**src/hw/rtl/dfr_sqrt_cell.sv**
```systemverilog
module dfr_sqrt_cell #(
	parameter int RW  = 19,
	parameter int RTW = 17,
	parameter int NW  = 34,
	parameter int SW  = 1
) (
	input  logic           clk,
	input  logic           arst_n,
	input  logic           en,
	input  logic [RW-1:0]  rem_in,
	input  logic [RTW-1:0] root_in,
	input  logic [NW-1:0]  num_in,
	input  logic [SW-1:0]  side_in,
	output logic [RW-1:0]  rem_out,
	output logic [RTW-1:0] root_out,
	output logic [NW-1:0]  num_out,
	output logic [SW-1:0]  side_out
);

	logic [RW+1:0]  t;
	logic [RW+1:0]  trial;
	logic           ge;
	logic [RW-1:0]  rem_q;
	logic [RTW-1:0] root_q;
	logic [NW-1:0]  num_q;
	logic [SW-1:0]  side_q;

	// One root bit per step: bring in two radicand bits, try root*4+1
	assign t     = {rem_in, num_in[NW-1:NW-2]};
	assign trial = (RW+2)'({root_in, 2'b01});
	assign ge    = t >= trial;

	always_ff @(posedge clk or negedge arst_n) begin
		if (!arst_n) begin
			side_q <= '0;
		end else if (en) begin
			side_q <= side_in;
		end
	end

	always_ff @(posedge clk) begin
		if (en) begin
			rem_q  <= ge ? RW'(t - trial) : t[RW-1:0];
			root_q <= {root_in[RTW-2:0], ge};
			num_q  <= {num_in[NW-3:0], 2'b00};
		end
	end

	assign rem_out  = rem_q;
	assign root_out = root_q;
	assign num_out  = num_q;
	assign side_out = side_q;

endmodule

```
**config.mk**
```make
export PLATFORM = sky130hd
export DESIGN_NAME = dfr_sqrt_cell
export DESIGN_NICKNAME = d
export VERILOG_FILES = /design/src/hw/rtl/dfr_sqrt_cell.sv
export SDC_FILE = /design/constraint.sdc
export NUM_CORES = 1
export LEC_CHECK = 0
export BUFFER_PORTS_ARGS = -buffer_cell sky130_fd_sc_hd__buf_2
export CORE_UTILIZATION = 43
export CTS_CLUSTER_SIZE = 24
export DETAILED_ROUTE_END_ITERATION = 6
export PLACE_DENSITY = 0.74
export SLEW_MARGIN = 20
export SYNTH_ARGS = -nofsm -noshare
export SYNTH_HDL_FRONTEND = slang
export SYNTH_SLANG_ARGS = --single-unit
```
**constraint.sdc**
```tcl
create_clock -name clk -period 0.8 [get_ports clk]
set_input_delay 0.08 -clock clk [delete_from_list [all_inputs] [get_ports clk]]
set_output_delay 0.08 -clock clk [all_outputs]
set_load 0.01 [all_outputs]
```
==> results.ini <==
[sta]
setup_viol = 90
setup_ws_ns = -1.004
fmax_mhz = 554.4
fin_crit_sh_pct = 225.5
skew_ns = 0
final-hold-violation-count = 0
slew_viol_final = 0
rsz0062_at_grt = yes
period_minus_slack_ns = 1.804

[yosys]
yosys.cell_types.count = 44
syn_avg_cell_area_um2 = 13.84
synth_top_cells_by_count = edfxtp_1, inv_1, ha_1
synth-seq-cells = 69
yosysTopAreaCellShare_pct = 59.74
yosys-top-cells-area = edfxtp_1, mux2_4, ha_1
syn_inst = 247
yosysWarningCount = 0
ys_seq_area_share_pct = 60.47
synth_edf_count = 68
synthFlopType = edfxtp_1
synth_top_area_cell = edfxtp_1
synth_area_um2 = 3418
synth_most_common_cell = edfxtp_1
synth_async_sr_flop_share_pct = 1.449

[layout]
syn2layout_area_growth_pct = 73.76
design_area_um2 = 5939
fin_util_pct = 76.86
drive_above_1_share_pct = 57.36
nets = 611
n_antenna_cell = 0

[route]
drt_first_pass_iters = 5
wl_per_cell_um = 16.54
vias = 3065
drt-vias-per-instance = 4.904
route.detailed.drc = 0
drtIter0Drc = 193
wl_um = 10340
drtAntennaViolNets = 0

[grt]
grt_pass1_wl_um = 14030
grt_antenna_before_repair = 0
grt_max_degree = 46
overflow = 0
grt_util_all_layers_pct = 22.26
first_global_vias = 2988

[setup_path]
crit_fanout = 5
crit_chain = buf_8 > inv_6 > ha_4 > buf_4 > o21ai_1 > o21ai_1 > a21boi_0 > o21ai_1 > xor2_1 > mux2_4
crit_slowest_cell = a21boi_0
ff2ff_setup_slack_ns = -0.09
cp_slowest_stage_delay_ns = 0.28
worstSetupEndpointType = flop
start_kind = input pin
worstSetupPathType = in -> reg
crit_top_cell = o21ai_1
cp.required_ns = 0.92
critical_path_arrival_ns = 1.92

[power]
p_per_area_nw_per_um2 = 1713
leakagePower_nw = 2.637
vdd_drop_max_mv = 0.9594

[cts]
cts_tree = built
clock_sinks = 69
insertion_delay_ns = 0.36
htreeDepth = 3
clockRootBuffer = clkbuf_8
clkTransAtPathRegs_ns = 0.09
cts_buffer_depth = 2
numCtsBuffers = 9

[floorplanning]
start_util_pct = 44.24
chipHeight_um = 91.16
die_w_um = 91.16
dieArea_um2 = 8310
core-area_um2 = 7727
io_pins = 145
rows = 32

[placement]
port_buffers = 142
dpl.hpwl_um = 6152
dpl_cell_area_um2 = 4867
gp_congestion = 0.8545

[run]
maxCapViolCount = 0

[worst_hold_path]
hp-class = in -> async

[run_status]
status = complete, but fails checks
failed_checks = setup timing

area by class of cell:
type	instances	area [µm²]
tap	102	127.6
multi-input combinational	150	1544
fill	431	1788
inverter	22	102.6
clock buffer	10	127.6
timing repair buffer	266	1923
sequential	69	2067
clock inverter	6	47.55
logic make-up (layout without fill, tap and decap cells):
kind of cell / Yosys count / after routing / synth area share (%)
compound gates: 54 / 54 / 10.58
xor+xnor: 15 / 15 / 3.843
fa+ha+maj: 19 / 19 / 6.955
buf+inv: 29 / 304 / 4.136
flops: 69 / 69 / 60.47
mux: 19 / 19 / 7.979
other cells: 1 / 2 / 0.1097
simple gates: 41 / 41 / 5.930
per-stage QoR:
stage	total power [mW]	std cells	hold WS (ns)	setup slack [ns]	setup TNS, ns
6_report	10.17	625	0.04059	-1.004	-29.26
5_1_grt	10.58	625	0.03789	-1.073	-32.99
4_1_cts	9.834	618	0.004487	-1.011	-30.25
3_5_place_dp	7.005	549	-0.1433	-1.495	-29.22
3_3_place_gp	6.938	549	-0.1456	-1.445	-28.44
2_1_floorplan	5.881	248	-0.2156	-1.205	-23.11
layer usage:
| metal | routed length [µm] | up-vias | GRT usage (%) |
|---|---|---|---|
| met5 | 0 | - | 0 |
| met1 | 4004 | 1418 | 24.32 |
| met4 | 294 | 0 | 8.333 |
| met3 | 746 | 22 | 6.951 |
| met2 | 5291 | 161 | 40.28 |
| li1 | - | 1464 | - |
worst max-delay path, delay by kind of cell:
family          cells  cell delay, ns
mux                 1            0.27
buf+inv             3            0.26
xor+xnor            1            0.18
compound gates      4            0.87
fa+ha+maj           1            0.25
registers in the layout (all words and copies together) (netlist names):
| signal | cells |
|---|---|
| num_out | 32 |
| root_out | 17 |
| rem_out | 19 |
| side_out | 1 |
cell usage in the layout (no fill, tap or decap), types with 4 or more instances in the layout:
cell           count
buf_2            135
edfxtp_1          68
buf_4             65
dlygate4sd3_1     50
mux2_4            16
ha_4              16
nand2_1           13
a21oi_1           12
inv_1             11
clkbuf_8           9
inv_2              8
nor2_1             7
xor2_1             7
xnor2_1            7
buf_6              7
o211ai_1           5
o21ai_0            5
buf_12             5
nand4_1            4
o21ai_1            4
clkinvlp_4         4
power by group:
group / switching (mW) / leakage, nW / internal [mW]
Sequential: 0.0969 / 0.677 / 4.41
Clock: 1.50 / 0.0755 / 1.15
Combinational: 1.36 / 1.88 / 1.66
Total: 2.96 / 2.64 / 7.21
what timing repair did:
action / CTS / global route
hold buffers: 50 / 0
gates resized for setup: 18 / 44
setup endpoints to repair: 89 / 90
gates cloned: 0 / 2
endpoints found under the hold margin: 50 / 0
pin swaps: 1 / 17
buffers inserted: 4 / 5
worst paths after layout:
kind / from / endpoint / cells past startpoint
worst max-delay path: root_in[8] / rem_out[14] / 10
worst min-delay path: arst_n / side_out / 2
worst max register to register: side_out / side_out / 2
worst min register to register: side_out / side_out / 2
max in group asynchronous: arst_n / side_out / 2
min in group clk: rem_in[8] / rem_out[10] / 2
Power figures use the tool's default switching activity.
