[src/hw/rtl/dfr_div_cell.sv]
module dfr_div_cell #(
	parameter int DW = 32,
	parameter int NW = 28,
	parameter int QW = 28,
	parameter int SW = 1
) (
	input  logic          clk,
	input  logic          arst_n,
	input  logic          en,
	input  logic [DW-1:0] den_in,
	input  logic [DW-1:0] rem_in,
	input  logic [NW-1:0] num_in,
	input  logic [QW-1:0] quot_in,
	input  logic [SW-1:0] side_in,
	output logic [DW-1:0] den_out,
	output logic [DW-1:0] rem_out,
	output logic [NW-1:0] num_out,
	output logic [QW-1:0] quot_out,
	output logic [SW-1:0] side_out
);

	logic [DW:0]   trial;
	logic          ge;
	logic [DW-1:0] den_q;
	logic [DW-1:0] rem_q;
	logic [NW-1:0] num_q;
	logic [QW-1:0] quot_q;
	logic [SW-1:0] side_q;

	// One restoring step: bring in the next dividend bit, subtract if it fits
	assign trial = {rem_in, num_in[NW-1]};
	assign ge    = trial >= {1'b0, den_in};

	always_ff @(posedge clk or negedge arst_n) begin
		if (!arst_n) begin
			side_q <= '0;
		end else if (en) begin
			side_q <= side_in;
		end
	end

	always_ff @(posedge clk) begin
		if (en) begin
			den_q  <= den_in;
			rem_q  <= ge ? DW'(trial - {1'b0, den_in}) : trial[DW-1:0];
			num_q  <= {num_in[NW-2:0], 1'b0};
			quot_q <= {quot_in[QW-2:0], ge};
		end
	end

	assign den_out  = den_q;
	assign rem_out  = rem_q;
	assign num_out  = num_q;
	assign quot_out = quot_q;
	assign side_out = side_q;

endmodule

[config.mk]
export PLATFORM = sky130hd
export DESIGN_NAME = dfr_div_cell
export DESIGN_NICKNAME = d
export VERILOG_FILES = /design/src/hw/rtl/dfr_div_cell.sv
export SDC_FILE = /design/constraint.sdc
export NUM_CORES = 1
export LEC_CHECK = 0
export BUFFER_PORTS_ARGS = -buffer_cell sky130_fd_sc_hd__buf_2
export CAP_MARGIN = 10
export CORE_AREA = 2 2 114 116
export DETAILED_ROUTE_END_ITERATION = 16
export DIE_AREA = 0 0 116 118
export HOLD_SLACK_MARGIN = 0.12
export PLACE_DENSITY_LB_ADDON = 0.25
export SLEW_MARGIN = 40
export SYNTH_ARGS = -nofsm -noshare
export SYNTH_HDL_FRONTEND = slang
export SYNTH_SLANG_ARGS = --single-unit
[constraint.sdc]
create_clock -name clk -period 0.8 [get_ports clk]
set_clock_uncertainty 0.05 [all_clocks]
set_input_delay 0 -clock clk [delete_from_list [all_inputs] [get_ports clk]]
set_output_delay 0 -clock clk [all_outputs]
set_load 0.02 [all_outputs]
==> flow_metrics.tcl <==
set metrics [dict create \
    htree_levels 4 \
    critical_path.reg2reg.endpoint "side_out" \
    cts_num_sinks 120 \
    dieWidth_um 116 \
    wl_per_cell_um 20.26 \
    antenna_found_initial 0 \
    max_cap_violations 0 \
    cts_tree "built" \
    initial_utilization 0.4697 \
    drt-pass1-iter-count 6 \
    antenna_cells 0 \
    dp.final_hpwl_mm 12.24 \
    worstPathCellList "buf_6, inv_2, ha_4, nand4_1, or4_4, a21oi_4, nor3_4, a211oi_2, o21ai_2, o31ai_4, buf_4, buf_12, mux2_4" \
    syn_area_sq_mm 0.005831 \
    setup.worst_path.start_class "primary input" \
    min_path_cells 1 \
    fin_ws_ns -1.653 \
    postSynth.topFlopCell "sky130_fd_sc_hd__edfxtp_1" \
    pwr_cell_area_mw_per_mm2 2056 \
    layout-drive-gt1-share 0.4749 \
    postLayoutCoreUtil 0.8648 \
    number_of_enable_flip_flop_cells_after_synthesis 119 \
    cts_made_buffers 17 \
    ir_drop_mv 1.619 \
    final_layout_fill_cell_count 583 \
    grt_setup_unrepaired "true" \
    post-layout-total-power_w 0.02208 \
    netlist-cell-type-count 50 \
    dr.first_iter.drc_count 470 \
    placement.setup.worst_slack_ns -2.187 \
    timing_hold_violations_final 8 \
    max_transition_viols_final 0 \
    cts.path.max_buffers 2 \
    port_buffers 242 \
    grt_remaining_overflow 0 \
    run_status "finished, violations left" \
    io_pins 245 \
    netlist_instances 468 \
    clock.fmax_ghz 0.4077 \
    critical_path_arrival_ns 2.56 \
    timing.critical_path.to "rem_out[23]" \
    synth-async-reset-ratio 0.008333 \
    clk_pin_slew_worst_paths_ns 0.06 \
    clk_latency_ns 0.41 \
    areaGrowthSynthToFinish_pct 84.14 \
    die_height_um 118 \
    synth_seq_area_share 0.6172 \
    finalWirelength_mm 22.43 \
    final-setup-viol-count 154 \
    gr-usage-all-layers 0.2890 \
    final.hold.worst_slack_ns -0.2580 \
    critPathRequiredTime_ns 0.90 \
    vias_in_the_first_global_route 5941 \
    worst_setup_path_end_kind "flop" \
    critical_path.slowest_cell "sky130_fd_sc_hd__or4_4" \
    slew-limit-headroom 0.6014 \
    worstHoldPathType "in -> reg" \
    worstMarginPinSlew_ns 0.5952 \
    synth_nets 625 \
    reg2regPathDepth 2 \
    core_area_sq_mm 0.01241 \
    overall_die_area_sq_mm 0.01369 \
    timing.final.crit_period_ns 2.453 \
    tns_ns -75.07 \
    vias_per_cell 5.350 \
    critPathLaunch "den_in[17]" \
    critical_path_class "in -> reg" \
    power.leakage_nw 4.723 \
    part_of_the_cycle_the_worst_path_needs 3.066 \
    routed_antenna_nets 0 \
    num_rows 41 \
    timing.reg2reg.setup_slack_ns -0.17 \
    routed-via-count 5922 \
    place_area_sq_mm 0.008008 \
    clk_root_buffer_cell "sky130_fd_sc_hd__clkbuf_16" \
    yosys_warning_total 0 \
    critical_path_peak_fanout 8 \
    largest_net_degree_at_the_start_of_global_routing 49 \
    failed_checks "hold timing, setup timing" \
    place.gp.congestion 0.9448 \
    fin_area_sq_mm 0.01074 \
    worst_r2r_startpoint "side_out" \
    synth.ff_latch_count 120 \
    drc_errors 0 \
    number_of_nets_in_the_layout 1080 \
    grt_first_pass_wirelength_mm 29.84 \
    crit_path_max_incr_delay_ns 0.54 \
    syn-mean-instance-area_sq_um 12.46 \
]
## state kept, by name, indices dropped and copies added (netlist names)
| name | cells |
|---|---|
| den_out | 32 |
| num_out | 27 |
| quot_out | 28 |
| rem_out | 32 |
| side_out | 1 |
## worst max-delay path: cells and delay by family
family,cells,cell delay (ns)
simple gates,3,0.76
fa+ha+maj,1,0.26
buf+inv,4,0.41
compound gates,4,0.82
mux,1,0.29
## metrics by stage
step	std cells	hold slack (ns)
global route	1107	-0.2593
detailed placement	955	-0.2664
global placement	955	-0.2749
CTS	1108	-0.2808
floorplan	468	-0.3456
finish	1107	-0.2580
## how the worst min path moves through the flow
stage | from | end | slack (ns)
floorplan | arst_n | side_out | -0.35
finish | den_in[0] | den_out[0] | -0.26
global route | den_in[0] | den_out[0] | -0.26
detailed placement | arst_n | side_out | -0.27
CTS | den_in[0] | den_out[0] | -0.28
global placement | arst_n | side_out | -0.27
## cell usage in the layout, fill, tap and decap left out, types with 5 or more instances in the layout
| master | instances |
|---|---|
| sky130_fd_sc_hd__buf_2 | 135 |
| sky130_fd_sc_hd__edfxtp_1 | 119 |
| sky130_fd_sc_hd__dlygate4sd3_1 | 113 |
| sky130_fd_sc_hd__buf_6 | 110 |
| sky130_fd_sc_hd__buf_4 | 89 |
| sky130_fd_sc_hd__a21oi_1 | 34 |
| sky130_fd_sc_hd__inv_1 | 30 |
| sky130_fd_sc_hd__nor2_1 | 30 |
| sky130_fd_sc_hd__nand2_1 | 25 |
| sky130_fd_sc_hd__ha_1 | 23 |
| sky130_fd_sc_hd__a21oi_2 | 20 |
| sky130_fd_sc_hd__clkbuf_16 | 17 |
| sky130_fd_sc_hd__xnor2_1 | 14 |
| sky130_fd_sc_hd__a21o_1 | 12 |
| sky130_fd_sc_hd__o21ai_0 | 12 |
| sky130_fd_sc_hd__xor2_1 | 12 |
| sky130_fd_sc_hd__ha_4 | 9 |
| sky130_fd_sc_hd__nand3_1 | 8 |
| sky130_fd_sc_hd__nand4_1 | 8 |
| sky130_fd_sc_hd__inv_2 | 6 |
| sky130_fd_sc_hd__o21a_1 | 6 |
| sky130_fd_sc_hd__mux2_4 | 6 |
| sky130_fd_sc_hd__o21ai_1 | 5 |
| sky130_fd_sc_hd__nor2_2 | 5 |
| sky130_fd_sc_hd__mux2_2 | 5 |
| sky130_fd_sc_hd__clkinv_4 | 5 |
## cells by family after synthesis
group / share of synthesized area
DFF: 0.6172
AOI/OAI and AO/OA: 0.1255
and+or+nand+nor: 0.07983
buffers and inverters: 0.04120
adders and majority gates: 0.07210
xor gates and xnor gates: 0.04056
muxes: 0.02296
other: 0.0006432
## routing by layer
layer / up-vias / share of wire / GRT usage
met3: 94 / 0.068 / 0.05458
met2: 359 / 0.53 / 0.5197
met1: 2820 / 0.36 / 0.3265
li1: 2649 / - / -
met5: - / 0 / 0
met4: 0 / 0.045 / 0.1310
## cell type report
class                           count  area, sq um  area share
Clock inverter                     14        173.9     0.01620
Clock buffer                       17        425.4     0.03962
Inverter                           38        152.6     0.01422
Timing Repair Buffer              455         3854      0.3589
Sequential cell                   120         3600      0.3353
Tap cell                          172        215.2     0.02004
Multi-Input combinational cell    291         2316      0.2157
## cell usage after synthesis (all sizes together) (3+ instances only)
master / count / area (sq um)
a211oi: 4 / 35.03
a21o: 12 / 90.09
a21oi: 56 / 280.3
a31oi: 5 / 31.28
buf: 12 / 70.07
clkbuf: 7 / 27.52
edfxtp: 119 / 3573
ha: 32 / 400.4
inv: 38 / 142.6
mux2: 11 / 123.9
nand2: 26 / 97.59
nand2b: 3 / 18.77
nand3: 8 / 40.04
nand4: 8 / 50.05
nor2: 35 / 131.4
nor2b: 3 / 18.77
nor4: 4 / 25.02
o211ai: 4 / 30.03
o21a: 6 / 45.04
o21ai: 18 / 93.84
o21bai: 3 / 22.52
xnor2: 15 / 131.4
xor2: 12 / 105.1
## timing repair
item                       4_1_cts  5_1_grt
hold buffers                   112        1
gates resized for setup        139      139
setup endpoints to repair      154      154
hold endpoints to repair       239      122
buffers inserted                 8        3
gates cloned                     2        0
pin swaps                        8       12
## power breakdown
group	internal (W)	leakage [nW]	switching, W
registers	0.00771	1.18	0.000321
logic	0.00311	3.25	0.00307
clock network	0.00490	0.293	0.00295
Power figures use the tool's default switching activity.
